--- src/rtl/csvt_pkg.sv ---
// ----------------------------------------------------------------------------
// csvt_pkg
// Types and character codes shared by the CSV field tokenizer modules.
// ----------------------------------------------------------------------------
`default_nettype none

package csvt_pkg;

	localparam int unsigned CHAR_BITS = 16;

	localparam logic [CHAR_BITS-1:0] CH_QUOTE = 16'h0022;
	localparam logic [CHAR_BITS-1:0] CH_COMMA = 16'h002C;
	localparam logic [CHAR_BITS-1:0] CH_CR    = 16'h000D;
	localparam logic [CHAR_BITS-1:0] CH_LF    = 16'h000A;

	typedef enum logic [1:0] {
		KIND_CHAR   = 2'd0,
		KIND_FIELD  = 2'd1,
		KIND_RECORD = 2'd2
	} kind_t;

	// Parser flags kept between words
	typedef struct packed {
		logic quote_mode;
		logic quote_pending;
		logic skip_linefeed;
		logic field_has_chars;
	} flags_t;

	// Queue entry control part; the field indexes travel beside it.
	// A second result, when present, is always an end of record.
	typedef struct packed {
		logic                  two;
		kind_t                 kind0;
		logic [CHAR_BITS-1:0]  char0;
	} ent_ctl_t;

endpackage

`default_nettype wire

--- src/rtl/csvt_if.sv ---
// ----------------------------------------------------------------------------
// csvt_if
// Valid/ready channels of the CSV field tokenizer: text in, tokens out.
// ----------------------------------------------------------------------------
`default_nettype none

interface csvt_in_if;
	logic        valid;
	logic        ready;
	logic [15:0] char_code;
	logic        is_last;

	modport source (output valid, output char_code, output is_last, input ready);
	modport sink   (input valid, input char_code, input is_last, output ready);
endinterface

interface csvt_out_if #(
	parameter int unsigned IDX_W = 8
);
	logic             valid;
	logic             ready;
	logic [1:0]       kind;
	logic [15:0]      char_out;
	logic [IDX_W-1:0] field_index;
	logic             last_of_run;

	modport source (output valid, output kind, output char_out, output field_index,
		output last_of_run, input ready);
	modport sink   (input valid, input kind, input char_out, input field_index,
		input last_of_run, output ready);
endinterface

`default_nettype wire

--- src/rtl/csv_field_tokenizer_unit.sv ---
// ----------------------------------------------------------------------------
// csv_field_tokenizer_unit
// Streaming comma-separated text tokenizer: one code unit per word in,
// field characters, end of field and end of record tokens out.
//
//   port    dir  payload                                       role
//   text    in   char_code[15:0], is_last                      text code units
//   token   out  kind[1:0], char_out[15:0], field_index,       tokens
//                last_of_run
//
// One text word is accepted per cycle while the four-entry queue has room.
// The output register sends one token per cycle while token.ready is high;
// two tokens of one word go out in turn; the queue absorbs that. Tokens pass
// the queue, then the output register. Reset clears parser state, queue and
// output valid at once; no clearing pass. Either side may stall without loss.
// ----------------------------------------------------------------------------
`default_nettype none

module csv_field_tokenizer_unit #(
	parameter int unsigned FIELD_INDEX_BITS = 8
) (
	input  wire         clk,
	input  wire         arst_n,
	csvt_in_if.sink     text,
	csvt_out_if.source  token
);

	localparam int unsigned Q_DEPTH = 4;
	localparam int unsigned CTL_W   = $bits(csvt_pkg::ent_ctl_t);
	localparam int unsigned ENT_W   = CTL_W + 2 * FIELD_INDEX_BITS;

	logic                        push, pop, q_full, q_empty;
	csvt_pkg::ent_ctl_t          f_ctl, b_ctl;
	logic [FIELD_INDEX_BITS-1:0] f_idx0, f_idx1, b_idx0, b_idx1;
	logic [ENT_W-1:0]            q_wdata, q_rdata;
	csvt_pkg::flags_t            status;

	csvt_front #(.IDX_W(FIELD_INDEX_BITS)) u_front (
		.clk    (clk),
		.arst_n (arst_n),
		.text   (text),
		.q_full (q_full),
		.push   (push),
		.ctl    (f_ctl),
		.idx0   (f_idx0),
		.idx1   (f_idx1),
		.status (status)
	);

	assign q_wdata = {f_ctl, f_idx0, f_idx1};

	csvt_queue #(.DATA_W(ENT_W), .DEPTH(Q_DEPTH)) u_queue (
		.clk    (clk),
		.arst_n (arst_n),
		.push   (push),
		.wdata  (q_wdata),
		.pop    (pop),
		.rdata  (q_rdata),
		.full   (q_full),
		.empty  (q_empty)
	);

	assign {b_ctl, b_idx0, b_idx1} = q_rdata;

	csvt_back #(.IDX_W(FIELD_INDEX_BITS)) u_back (
		.clk        (clk),
		.arst_n     (arst_n),
		.head_valid (!q_empty),
		.ctl        (b_ctl),
		.idx0       (b_idx0),
		.idx1       (b_idx1),
		.pop        (pop),
		.token      (token)
	);

	// parser state starts over after the final word of a text
	a_last_resets : assert property (@(posedge clk) disable iff (!arst_n)
		text.valid && text.ready && text.is_last |=> status == '0)
		else $error("parser state not cleared after final word");

	// a pending quote and a pending linefeed skip never coexist
	a_pend_skip : assert property (@(posedge clk) disable iff (!arst_n)
		!(status.quote_pending && status.skip_linefeed))
		else $error("quote pending together with linefeed skip");

	// only character tokens carry a character
	a_char_zero : assert property (@(posedge clk) disable iff (!arst_n)
		token.valid && (token.kind != csvt_pkg::KIND_CHAR) |-> token.char_out == '0)
		else $error("non-character token carries a character");

	// a pop never happens on an empty queue
	a_pop_empty : assert property (@(posedge clk) disable iff (!arst_n)
		pop |-> !q_empty)
		else $error("queue popped while empty");

endmodule

`default_nettype wire

--- src/rtl/csvt_front.sv ---
// ----------------------------------------------------------------------------
// csvt_front
// Accepts text words, tracks quoting and field position, and pushes the
// results of each word (zero, one or two) as one queue entry.
// ----------------------------------------------------------------------------
`default_nettype none

module csvt_front #(
	parameter int unsigned IDX_W = 8
) (
	input  wire                  clk,
	input  wire                  arst_n,
	csvt_in_if.sink              text,
	input  wire                  q_full,
	output logic                 push,
	output csvt_pkg::ent_ctl_t   ctl,
	output logic [IDX_W-1:0]     idx0,
	output logic [IDX_W-1:0]     idx1,
	output csvt_pkg::flags_t     status
);

	csvt_pkg::flags_t   flags_q;
	logic [IDX_W-1:0]   pos_q;

	csvt_pkg::flags_t   st_n;
	logic [IDX_W-1:0]   pos_n;
	logic [IDX_W-1:0]   pos1;
	logic               hc1;
	logic               r0v;
	csvt_pkg::kind_t    r0_kind;
	logic [15:0]        r0_char;
	logic               rec2;

	logic accept;
	logic is_quote, is_comma, is_cr, is_lf;
	logic skip_hit, pair, qm_m;

	assign text.ready = !q_full;
	assign accept     = text.valid && text.ready;

	assign is_quote = text.char_code == csvt_pkg::CH_QUOTE;
	assign is_comma = text.char_code == csvt_pkg::CH_COMMA;
	assign is_cr    = text.char_code == csvt_pkg::CH_CR;
	assign is_lf    = text.char_code == csvt_pkg::CH_LF;

	// LF right after a record-ending CR is eaten
	assign skip_hit = flags_q.skip_linefeed && is_lf;
	// doubled quote inside quotes
	assign pair     = !skip_hit && flags_q.quote_pending && is_quote;
	// a pending quote that is not doubled closes the quoted section
	assign qm_m     = flags_q.quote_mode && !flags_q.quote_pending;

	always_comb begin
		st_n               = flags_q;
		st_n.skip_linefeed = 1'b0;
		pos1               = pos_q;
		hc1                = flags_q.field_has_chars;
		r0v                = 1'b0;
		r0_kind            = csvt_pkg::KIND_CHAR;
		r0_char            = '0;

		if (pair) begin
			r0v                = 1'b1;
			r0_char            = csvt_pkg::CH_QUOTE;
			hc1                = 1'b1;
			st_n.quote_pending = 1'b0;
		end else if (!skip_hit) begin
			st_n.quote_pending = 1'b0;
			st_n.quote_mode    = qm_m;
			if (is_quote) begin
				if (qm_m && !text.is_last) begin
					st_n.quote_pending = 1'b1;
				end else begin
					st_n.quote_mode = !qm_m;
				end
			end else if (is_comma && !qm_m) begin
				r0v     = 1'b1;
				r0_kind = csvt_pkg::KIND_FIELD;
				pos1    = (pos_q == '1) ? pos_q : pos_q + 1'b1;
				hc1     = 1'b0;
			end else if ((is_cr || is_lf) && !qm_m) begin
				r0v                = (pos_q != '0) || flags_q.field_has_chars;
				r0_kind            = csvt_pkg::KIND_RECORD;
				pos1               = '0;
				hc1                = 1'b0;
				st_n.skip_linefeed = is_cr && !text.is_last;
			end else begin
				r0v     = 1'b1;
				r0_char = text.char_code;
				hc1     = 1'b1;
			end
		end

		// final word flushes the record
		rec2                 = text.is_last && ((pos1 != '0) || hc1);
		st_n.field_has_chars = hc1;
		pos_n                = pos1;
		if (text.is_last) begin
			st_n  = '0;
			pos_n = '0;
		end

		push      = accept && (r0v || rec2);
		ctl.two   = r0v && rec2;
		ctl.kind0 = r0v ? r0_kind : csvt_pkg::KIND_RECORD;
		ctl.char0 = r0v ? r0_char : '0;
		idx0      = r0v ? pos_q : pos1;
		idx1      = pos1;
	end

	always_ff @(posedge clk or negedge arst_n) begin
		if (!arst_n) begin
			flags_q <= '0;
			pos_q   <= '0;
		end else if (accept) begin
			flags_q <= st_n;
			pos_q   <= pos_n;
		end
	end

	assign status = flags_q;

endmodule

`default_nettype wire

--- src/rtl/csvt_queue.sv ---
// ----------------------------------------------------------------------------
// csvt_queue
// Small first-in first-out queue of result entries between front and back.
// ----------------------------------------------------------------------------
`default_nettype none

module csvt_queue #(
	parameter int unsigned DATA_W = 8,
	parameter int unsigned DEPTH  = 4
) (
	input  wire               clk,
	input  wire               arst_n,
	input  wire               push,
	input  wire  [DATA_W-1:0] wdata,
	input  wire               pop,
	output logic [DATA_W-1:0] rdata,
	output logic              full,
	output logic              empty
);

	localparam int unsigned PTR_W = (DEPTH > 1) ? $clog2(DEPTH) : 1;
	localparam int unsigned CNT_W = $clog2(DEPTH + 1);
	localparam logic [PTR_W-1:0] PTR_LAST = PTR_W'(DEPTH - 1);
	localparam logic [CNT_W-1:0] CNT_FULL = CNT_W'(DEPTH);

	logic [DATA_W-1:0] mem_q [DEPTH];
	logic [PTR_W-1:0]  wr_ptr_q;
	logic [PTR_W-1:0]  rd_ptr_q;
	logic [CNT_W-1:0]  count_q;

	assign full  = count_q == CNT_FULL;
	assign empty = count_q == '0;
	assign rdata = mem_q[rd_ptr_q];

	always_ff @(posedge clk) begin
		if (push) begin
			mem_q[wr_ptr_q] <= wdata;
		end
	end

	always_ff @(posedge clk or negedge arst_n) begin
		if (!arst_n) begin
			wr_ptr_q <= '0;
			rd_ptr_q <= '0;
			count_q  <= '0;
		end else begin
			if (push) begin
				wr_ptr_q <= (wr_ptr_q == PTR_LAST) ? '0 : wr_ptr_q + 1'b1;
			end
			if (pop) begin
				rd_ptr_q <= (rd_ptr_q == PTR_LAST) ? '0 : rd_ptr_q + 1'b1;
			end
			if (push && !pop) begin
				count_q <= count_q + 1'b1;
			end else if (pop && !push) begin
				count_q <= count_q - 1'b1;
			end
		end
	end

endmodule

`default_nettype wire

--- src/rtl/csvt_back.sv ---
// ----------------------------------------------------------------------------
// csvt_back
// Unpacks queue entries into single results and drives the output register.
// ----------------------------------------------------------------------------
`default_nettype none

module csvt_back #(
	parameter int unsigned IDX_W = 8
) (
	input  wire                  clk,
	input  wire                  arst_n,
	input  wire                  head_valid,
	input  csvt_pkg::ent_ctl_t   ctl,
	input  wire  [IDX_W-1:0]     idx0,
	input  wire  [IDX_W-1:0]     idx1,
	output logic                 pop,
	csvt_out_if.source           token
);

	logic                out_valid_q;
	csvt_pkg::kind_t     kind_q;
	logic [15:0]         char_q;
	logic [IDX_W-1:0]    idx_q;
	logic                last_q;
	logic                sel_q;
	logic                load;

	assign load = head_valid && (!out_valid_q || token.ready);
	// release the entry once its final result is loaded
	assign pop  = load && (sel_q || !ctl.two);

	always_ff @(posedge clk or negedge arst_n) begin
		if (!arst_n) begin
			out_valid_q <= 1'b0;
			sel_q       <= 1'b0;
		end else begin
			if (load) begin
				out_valid_q <= 1'b1;
				sel_q       <= !pop;
			end else if (token.ready) begin
				out_valid_q <= 1'b0;
			end
		end
	end

	always_ff @(posedge clk) begin
		if (load) begin
			if (sel_q) begin
				kind_q <= csvt_pkg::KIND_RECORD;
				char_q <= '0;
				idx_q  <= idx1;
				last_q <= 1'b1;
			end else begin
				kind_q <= ctl.kind0;
				char_q <= ctl.char0;
				idx_q  <= idx0;
				last_q <= !ctl.two;
			end
		end
	end

	assign token.valid       = out_valid_q;
	assign token.kind        = kind_q;
	assign token.char_out    = char_q;
	assign token.field_index = idx_q;
	assign token.last_of_run = last_q;

endmodule

`default_nettype wire

--- src/flat_wrapper.sv ---
// flat-port wrapper written by rule: the top's interface ports become plain ports
module csv_field_tokenizer_unit_flat 
#(
	parameter int unsigned FIELD_INDEX_BITS = 8
)
  (clk, arst_n, text_valid, text_char_code, text_is_last, text_ready, token_valid, token_kind, token_char_out, token_field_index, token_last_of_run, token_ready);
  csvt_in_if text_i ();
  csvt_out_if #(.IDX_W((8))) token_i ();
  input  wire clk;
  input  wire arst_n;
  input wire logic [$bits(text_i.valid)-1:0] text_valid;
  input wire logic [$bits(text_i.char_code)-1:0] text_char_code;
  input wire logic [$bits(text_i.is_last)-1:0] text_is_last;
  output wire logic [$bits(text_i.ready)-1:0] text_ready;
  output wire logic [$bits(token_i.valid)-1:0] token_valid;
  output wire logic [$bits(token_i.kind)-1:0] token_kind;
  output wire logic [$bits(token_i.char_out)-1:0] token_char_out;
  output wire logic [$bits(token_i.field_index)-1:0] token_field_index;
  output wire logic [$bits(token_i.last_of_run)-1:0] token_last_of_run;
  input wire logic [$bits(token_i.ready)-1:0] token_ready;
  assign text_i.valid = text_valid;
  assign text_i.char_code = text_char_code;
  assign text_i.is_last = text_is_last;
  assign text_ready = text_i.ready;
  assign token_valid = token_i.valid;
  assign token_kind = token_i.kind;
  assign token_char_out = token_i.char_out;
  assign token_field_index = token_i.field_index;
  assign token_last_of_run = token_i.last_of_run;
  assign token_i.ready = token_ready;
  csv_field_tokenizer_unit #(.FIELD_INDEX_BITS(FIELD_INDEX_BITS)) u_core (.clk(clk), .arst_n(arst_n), .text(text_i), .token(token_i));
endmodule
--- config.mk ---
export PLATFORM = sky130hd
export DESIGN_NAME = csv_field_tokenizer_unit_flat
export DESIGN_NICKNAME = d
export VERILOG_FILES = /design/src/rtl/csvt_pkg.sv /design/src/rtl/csvt_if.sv /design/src/rtl/csv_field_tokenizer_unit.sv /design/src/rtl/csvt_front.sv /design/src/rtl/csvt_queue.sv /design/src/rtl/csvt_back.sv /design/src/flat_wrapper.sv
export SDC_FILE = /design/constraint.sdc
export NUM_CORES = 1
export LEC_CHECK = 0
export BUFFER_PORTS_ARGS = -buffer_cell sky130_fd_sc_hd__clkbuf_2
export CORE_ASPECT_RATIO = 1.4
export CORE_MARGIN = 2
export CORE_UTILIZATION = 55
export CTS_CLUSTER_DIAMETER = 80
export DETAILED_ROUTE_END_ITERATION = 6
export HOLD_SLACK_MARGIN = 0.06
export PLACE_DENSITY = 0.69
export SYNTH_ARGS = -nofsm -noshare
export SYNTH_HDL_FRONTEND = slang
export SYNTH_HIERARCHICAL = 1
export SYNTH_SLANG_ARGS = --single-unit
--- constraint.sdc ---
create_clock -name clk -period 7.7 [get_ports clk]
set_clock_uncertainty 0.1 [all_clocks]
set_input_delay 1.54 -clock clk [delete_from_list [all_inputs] [get_ports clk]]
set_output_delay 1.54 -clock clk [all_outputs]
set_load 0.05 [all_outputs]
==> impl_metrics.toml <==
[synth]
ys_types = 65
yosysSeqAreaShare_pct = 69.2
syn_nets = 487
yosysTopAreaCell = "edfxtp_1"
ys.flop_type = "edfxtp_1"
yosys_warnings = 6
synth_top_area_share_pct = 62.6
async_reset_ff_share_pct = 11.2
syn-instance-count = 457
synth_edf_count = 167
synth_area_leaders = "edfxtp_1 (63%), mux4_2 (7.9%), dfrtp_1 (6.6%)"
ys_ff_latch = 188
synth_area_per_cell_um2 = 17.5
synth_area_um2 = 8010

[drt]
num_vias = 4103
first_iter_violations = 198
firstDrtPassIters = 5
vias_per_cell = 5.86
wire_per_inst_um = 20.9
routed_wl_um = 14600
drc = 0
detail-route-antenna-nets = 0

[global_route]
grt_pass1_vias = 4441
grt_util_all_layers_pct = 20.0
grt_overflow = 0
grt_antenna_before_repair = 0
grt_pass1_wl_um = 23200
grt_start_max_net_pins = 38

[timing]
rsz0062_at_grt = "false"
slew_headroom_pct = 49.0
period_needed_ns = 5.44
setup_violations = 0
setup_slack_ns = 2.26
timing.fmax_mhz = 184
worst-slew-pin-transition_ns = 0.765
slew_violations = 0
period_share_pct = 70.6
hold_violations = 0
setup_tns_ns = 0

[floorplan]
rows = 52
die_area_um2 = 15600
core-area_um2 = 14400
die_x_um = 106
pin_count = 50
die_h_um = 147
initial_utilization_pct = 55.7

[worst_setup_path]
worstPathMaxFanout = 23
crit_buf_inv = 2
slowest_delay_ns = 0.72
crit_family = "simple AND/OR/NAND/NOR gates"
cp-end-kind = "register"
cp-start-kind = "primary input"
cp.arrival_ns = 5.42
crit_slowest_cell = "and2_1"
worstPathCellList = "clkbuf_2 > nor4_4 > and3_1 > a31oi_1 > a211oi_1 > a211o_1 > o41ai_2 > a21oi_1 > and2_1 > buf_4"
path_class = "in -> reg"
worstPathRequired_ns = 7.68

[finish]
final_area_um2 = 8920
area_delta_synth_final_pct = 11.3
n_antenna_cell = 0
fin_util_pct = 62.0
drive_gt1_share_pct = 28.8
final_nets = 528

[clock_network]
clock_path_buffers = 2
numCtsBuffers = 17
cts_resized = 0
cts.hold.buffers_added = 0
clk_pin_slew_worst_paths_ns = 0.07
cts_setup_buffers = 0
cts_sinks = 188
clk_latency_ns = 0.42
tritoncts = "built"
clock_tree.root_cell = "clkbuf_16"
cts_max_level = 4

[flow_run]
cap_violations = 0

[power_and_ir_drop]
power.switching_mw = 1.13
internal-power_mw = 2.27
seqPwrFrac_pct = 43.1
p_sw_share_pct = 33.2
peakVddDrop_uv = 329
finalPower_mw = 3.40
powerDensity_nw_per_um2 = 381
clkPwrFrac_pct = 25.6
p_leak_nw = 3.19
comb_power_share_pct = 31.2

[place]
dpl.hpwl_um = 9300
portBuffers = 49
placed_area_um2 = 8320
routabilityCongestion = 0.836
place_ws_ns = 1.85

[status]
outcome = "finished, final reports clean"

[min_path]
min_path_type = "reg -> reg"
==> placed cells by master, fill, tap and decap left out, types with 3 or more instances in the layout <==
master,instances
clkbuf_2,49
inv_6,7
nand4_1,3
dfrtp_1,20
mux2_2,12
and2_1,11
clkbuf_16,17
nand3_1,8
a22o_1,5
nand2_1,20
buf_4,8
and2b_1,8
a31oi_1,6
a21oi_1,8
nor2_1,12
nor4b_1,3
mux4_1,7
o21ai_0,11
inv_1,13
mux4_2,28
and3_1,4
nor2b_1,13
and4_1,3
edfxtp_1,167
nor3_1,3
ha_1,8
==> metrics by stage <==
stage / hold slack [ns] / cells
2_1_floorplan: 0.356 / 457
5_1_grt: 0.426 / 700
3_5_place_dp: 0.377 / 668
4_1_cts: 0.391 / 700
3_3_place_gp: 0.379 / 668
6_report: 0.388 / 700
==> worst register-to-register path, delay by kind of cell (launching register included) <==
kind | cells | cell delay [ns]
compound gates | 3 | 0.84
fa+ha+maj | 1 | 0.25
buf+inv | 1 | 0.46
flops | 1 | 0.48
simple gates | 5 | 1.86
==> registers in the layout, summed over array words and instances (netlist names), 3 cells and up <==
| register | count |
|---|---|
| u_core/u_queue/mem_q | 140 |
| u_core/u_queue/count_q | 3 |
| u_core/u_front/status | 4 |
| u_core/u_back/token.field_index | 8 |
| u_core/u_back/token.char_out | 16 |
| u_core/u_front/pos_q | 8 |
==> per-layer routing <==
metal / GRT usage (%) / share of wire [%]
met2: 34.2 / 53
met5: 0 / 0
met3: 3.90 / 3.6
met4: 9.21 / 2.5
met1: 24.5 / 41
==> logic make-up after synthesis <==
family | Yosys count | synth area share, %
xor+xnor | 3 | 0.328
flops | 188 | 69.2
mux | 48 | 12.0
compound gates | 52 | 4.94
simple gates | 109 | 8.48
buf+inv | 48 | 3.53
fa+ha+maj | 9 | 1.50
==> path summary, 6_finish.rpt <==
kind | from | endpoint | slack, ns | depth (start not counted)
min | u_core/u_queue/count_q[2] | u_core/u_queue/count_q[2] | 0.39 | 1
max | text_char_code[12] | u_core/u_queue/mem_q[1][0] | 2.26 | 10
min reg2reg | u_core/u_queue/count_q[2] | u_core/u_queue/count_q[2] | 0.39 | 1
max in group asynchronous | arst_n | u_core/u_queue/rd_ptr_q[0] | 6.09 | 1
max reg2reg | u_core/u_front/pos_q[1] | u_core/u_queue/mem_q[1][0] | 3.34 | 10
min in group asynchronous | arst_n | u_core/u_queue/count_q[1] | 1.00 | 1
==> final cells by class <==
type / count / area, µm²
clock inverters: 15 / 174
repair buffers: 57 / 305
well taps: 189 / 236
flip-flops and latches: 188 / 5540
inverters: 13 / 48.8
fillers: 983 / 5460
clock buffers: 17 / 425
multi-input cells: 221 / 2190
==> synthesized netlist by cell type, drive strengths merged (3+ instances only) <==
library cell and count:
a22o 5, and2 11, nand2b 3, nor2 13, nand2 20, nand3 8, dfrtp 21, nor4b 3
mux2 13, nor2b 13, nand4 4, clkbuf 17, nor4 3, o21ai 11, ha 8, and2b 8
mux4 35, and4 3, edfxtp 167, inv 13, and3 4, nor3 5, nor3b 3, a21oi 8
a31oi 6, buf 17
==> power groups by stage <==
stage,registers (mW),logic (mW),clock network (mW)
after floorplan,1.75,0.603,0
after detailed placement,1.49,1.08,0
after global placement,1.48,1.07,0
after CTS,1.47,1.09,0.887
final,1.47,1.06,0.872
after global routing,1.49,1.14,0.923
No activity file was read; power rests on OpenSTA's default activity.
